<file path="src/design/lcsl_pkg.sv">
// Package for the longest common substring length block.
// Holds transaction structs, the sequencer state type, cell control and default sizes.
// No dependencies.
package lcsl_pkg;

	localparam int MAX_FIRST_DEF   = 64;
	localparam int SYMBOL_BITS_DEF = 8;
	localparam int SYMBOL_W        = 8;
	localparam int LEN_OUT_W       = 7;
	localparam int LEN_OUT_MAX     = 127;

	typedef struct packed {
		logic                kind;
		logic [SYMBOL_W-1:0] symbol;
		logic                symbol_present;
		logic                is_last;
	} lcsl_in_t;

	typedef struct packed {
		logic [LEN_OUT_W-1:0] longest_length;
		logic                 overflowed;
	} lcsl_out_t;

	typedef struct packed {
		logic clear;
		logic upd;
	} lcsl_cell_ctl_t;

	typedef enum logic [1:0] {
		ST_RUN,
		ST_DRAIN,
		ST_EMIT
	} lcsl_state_t;

endpackage

</file>
<file path="src/design/lcsl_cell.sv">
// One cell of the run-length chain: one first-string symbol, its run length,
// its own best run and one stage of the running-maximum chain. Depends on lcsl_pkg.
module lcsl_cell #(
	parameter int RUN_W       = 7,
	parameter int SYMBOL_BITS = 8
) (
	input  logic                   clk,
	input  logic                   arst_n,
	input  lcsl_pkg::lcsl_cell_ctl_t ctl,
	input  logic                   load,
	input  logic                   active,
	input  logic [SYMBOL_BITS-1:0] sym,
	input  logic [RUN_W-1:0]       run_in,
	input  logic [RUN_W-1:0]       agg_in,
	output logic [RUN_W-1:0]       run_out,
	output logic [RUN_W-1:0]       agg_out
);
	import lcsl_pkg::*;

	logic [SYMBOL_BITS-1:0] sym_q;
	logic [RUN_W-1:0]       run_q;
	logic [RUN_W-1:0]       best_q;
	logic [RUN_W-1:0]       agg_q;
	logic [RUN_W-1:0]       run_nxt;

	// Extend the neighbor's run on a match, else restart at zero.
	assign run_nxt = (sym_q == sym) ? RUN_W'(run_in + RUN_W'(1)) : '0;

	always_ff @(posedge clk) begin
		if (load) begin
			sym_q <= sym;
		end
	end

	always_ff @(posedge clk or negedge arst_n) begin
		if (!arst_n) begin
			run_q  <= '0;
			best_q <= '0;
			agg_q  <= '0;
		end else if (ctl.clear) begin
			run_q  <= '0;
			best_q <= '0;
			agg_q  <= '0;
		end else begin
			if (ctl.upd && active) begin
				run_q <= run_nxt;
				if (run_nxt > best_q) begin
					best_q <= run_nxt;
				end
			end
			agg_q <= (best_q > agg_in) ? best_q : agg_in;
		end
	end

	assign run_out = run_q;
	assign agg_out = agg_q;

endmodule

</file>
<file path="config.mk">
export PLATFORM = sky130hd
export DESIGN_NAME = lcsl_cell
export DESIGN_NICKNAME = d
export VERILOG_FILES = /design/src/design/lcsl_pkg.sv /design/src/design/lcsl_cell.sv
export SDC_FILE = /design/constraint.sdc
export NUM_CORES = 1
export LEC_CHECK = 0
export BUFFER_PORTS_ARGS = -buffer_cell sky130_fd_sc_hd__buf_2
export CAP_MARGIN = 0
export CORE_MARGIN = 2
export CORE_UTILIZATION = 35
export CTS_BUF_LIST = sky130_fd_sc_hd__clkbuf_4 sky130_fd_sc_hd__clkbuf_8 sky130_fd_sc_hd__clkbuf_16
export DETAILED_ROUTE_END_ITERATION = 12
export GPL_TIMING_DRIVEN = 0
export SLEW_MARGIN = 20
export SYNTH_ARGS = -nofsm -noshare
export SYNTH_HDL_FRONTEND = slang
export SYNTH_SLANG_ARGS = --single-unit
export TNS_END_PERCENT = 20
</file>
<file path="constraint.sdc">
create_clock -name clk -period 2.3 [get_ports clk]
set_input_delay 0.115 -clock clk [delete_from_list [all_inputs] [get_ports clk]]
set_output_delay 0.115 -clock clk [all_outputs]
set_load 0.01 [all_outputs]
</file>
==> metrics.md <==
| Metric | Value |
|---|---|
| Layout Skew | 0.00506 ns |
| TritonCTS Sinks | 29 |
| Critical-path top delay cell | edfxtp_1 |
| Total power | 1.11 mW |
| N_diodes | 0 |
| WP data required | 2.50 ns |
| Pleak | 1.03 nW |
| Crit-path max cell delay | 0.37 ns |
| Width of the die | 75.5 um |
| Critical path cell sequence | xor2_1 > nor4_4 > buf_6 > nand2_8 > or2_1 > ha_1 > nand3b_1 > a21o_1 > a21oi_4 > mux2i_1 |
| Fin nets | 270 |
| Multi-input logic area | 977 um^2 |
| Detailed-route wire length per cell | 12.7 um |
| Largest family of logic cells by synthesized area | simple AND/OR/NAND/NOR gates |
| Global route total overflow | 0 |
| Area of the core | 5010 um^2 |
| Number of buffers created by CTS | 5 |
| WS Path Type | reg2reg |
| Avg Cell Area, Syn | 10.5 um^2 |
| Final critical-path required period | 2.40 ns |
| Period utilisation layout | 1.04 |
| Mux contribution to synthesized area | 0.0686 |
| First-pass GRT wire length | 6400 um |
| Yosys warning count | 0 |
| Crit path arrival time | 2.61 ns |
| Clk slew on worst S/H paths | 0.06 ns |
| Max_slew headroom | 0.672 |
| Clock latency on the worst-skew pair | 0.28 ns |
| Worst Hold Class | in2reg |
| GRT Overall Usage | 0.150 |
| Fmax achieved | 0.416 GHz |
| Setup WS pre-CTS | -0.350 ns |
| Rows | 26 |
| WP buf/inv | 1 |
| Final Max Slew Viols | 0 |
| Startpoint class of the critical path | flip-flop |
| Dpl cell area | 2080 um^2 |
| Initial drt markers | 25 |
| Die height | 75.5 um |
| Share of the synthesized area in the top cell type | 0.294 |
| Initial antenna violation count | 0 |
| Post-route insts no fill | 298 |
| Largest net degree at the start of global routing | 22 |
| Initial core utilization | 0.357 |
| Outcome | complete, but fails checks |
| Syn_nets | 214 |
| Final setup fails | 7 |
| Area leader, netlist | dfrtp_1 |
| Synth area leaders | dfrtp_1 (29%), edfxtp_1 (13%), ha_1 (10%), mux2i_1 (5.6%), xor2_1 (4.9%) |
| Post-Synthesis Cells | 171 |
| Worst vdd ir | 0.402 mV |
| Actual slew at the worst max-slew pin | 0.492 ns |
| # DRC | 0 |
| Post-Synth Adder-Cell Area | 0.105 |
| Port bufs | 40 |
| Design area | 2270 um^2 |
| Crit-path max FO | 10 |
| Post-synthesis compound-gate area fraction | 0.101 |
| # fillers | 507 |
| Cell family with most CP delay | simple AND/OR/NAND/NOR gates |
| Synthesis-stage register bit count | 29 |
| Simple-Gate Fraction of Synth Area | 0.198 |
| Post-synthesis xor/xnor area fraction | 0.0539 |
| Register area | 766 um^2 |
| Fin worst setup slack | -0.103 ns |
| Setup crit end kind | flip-flop |
| Most frequent cells in the layout | buf_2 (41), dfrtp_1 (21), inv_1 (16), ha_1 (15) |
| Hold slack final | 0.0396 ns |
| CTS H-tree lvls | 2 |
| Pwr Density | 487 nW/um^2 |
| Total number of vias | 1427 |
| Die area | 5700 um^2 |
| DP Cell Count | 281 |
| Total of max-cap violations | 0 |
| Gp weighted congestion | 0.737 |
| DP HPWL | 2890 um |
| Routed Antenna Nets | 0 |
| Number of global-route vias before repair | 1404 |
| Layout Utilization | 0.453 |
| Setup TNS | -0.610 ns |
| Seq/Total Area, Yosys | 0.428 |
| Final hold violations | 0 |
| Synthesized area | 1790 um^2 |
| Failing checks | setup timing |
| Post-synth cell types | 33 |
| Commonest non-fill, non-tap cell in the layout | buf_2 |
| CTS root buf | clkbuf_8 |
| Max clock buf depth | 2 |
| Layout cell share with drive strength beyond 1 | 0.285 |
| CTS tree | done |
| Vias per cell | 4.79 |
| IO Count | 42 |
| Area grow syn2layout | 26.9% |
| RSZ-0062 raised after global routing | yes |
| DRT Wirelength | 3780 um |
| First-pass DRT Iterations | 4 |
-- layer usage --
metal | share of wire | global-route usage | up-vias
met1 | 0.45 | 0.184 | 663
met5 | 0 | 0 | -
li1 | - | - | 715
met2 | 0.48 | 0.251 | 39
met4 | 0.018 | 0.0565 | 0
met3 | 0.048 | 0.0437 | 10
-- what timing repair did --
item | 4_1_cts | 5_1_grt
hold buffers | 1 | 0
resized for setup | 1 | 5
setup endpoints to repair | 7 | 7
buffers inserted | 4 | 4
hold endpoints to repair | 21 | 0
pin swaps | 2 | 4
-- worst reg2reg max path: stages (launching register included) --
cell	delay [ns]
edfxtp_1	0.37
xor2_1	0.17
nor4_4	0.29
buf_6	0.17
nand2_8	0.08
or2_1	0.21
ha_1	0.17
nand3b_1	0.16
a21o_1	0.22
a21oi_4	0.28
mux2i_1	0.22
-- synth_stat cells --
master / n
a21o_1: 1
xnor2_1: 1
o21ai_0: 3
o21a_1: 3
nand4_1: 2
nand3b_1: 9
or2_2: 1
o22a_1: 1
ha_1: 15
nand2b_1: 10
xor2_1: 10
dfrtp_1: 21
inv_1: 16
o21bai_1: 1
o211ai_1: 4
mux2i_1: 10
nand2_4: 1
or2_1: 1
nor3_1: 2
buf_2: 1
clkbuf_1: 4
nand3_1: 8
nor2_1: 10
a21oi_2: 1
a211o_1: 1
nand4bb_1: 2
nand2_1: 7
mux2_2: 2
nor4_4: 2
a21oi_1: 7
edfxtp_1: 8
nand4b_1: 1
o31ai_1: 5
-- flip-flops by register name, indices dropped and copies added (netlist names) --
signal and cells:
agg_out 7, run_out 7, best_q 7, sym_q 8
-- cell type report --
type	count	share of cell area
multi-input cells	121	0.431
well taps	70	0.0386
flip-flops and latches	29	0.337
repair buffers	49	0.122
plain buffers	5	0.00882
clock inverters	3	0.00551
clock buffers	5	0.0303
inverters	16	0.0265
-- cells by family (layout without fill, tap and decap cells) --
| group | count (synthesis) | after routing |
|---|---|---|
| flops | 29 | 29 |
| compound gates | 27 | 27 |
| buf+inv | 21 | 78 |
| fa+ha+maj | 15 | 15 |
| simple gates | 56 | 56 |
| xor+xnor | 11 | 11 |
| mux | 12 | 12 |
-- power by group --
| group | switching, mW | leakage [nW] | internal (mW) | total (mW) |
|---|---|---|---|---|
| combinational | 0.0879 | 0.625 | 0.0687 | 0.157 |
| sequential | 0.00647 | 0.364 | 0.550 | 0.556 |
| clock | 0.191 | 0.0430 | 0.203 | 0.394 |
-- worst paths after layout --
kind / start / depth (start not counted) / endpoint / slack (ns)
max: sym_q[0] / 10 / best_q[4] / -0.10
min: sym[5] / 1 / sym_q[5] / 0.04
max reg2reg: sym_q[0] / 10 / best_q[4] / -0.10
min reg2reg: run_out[4] / 2 / run_out[4] / 0.52
max in group asynchronous: arst_n / 2 / run_out[4] / 1.62
min in group asynchronous: arst_n / 2 / agg_out[1] / 0.34
Power figures use the tool's default switching activity.
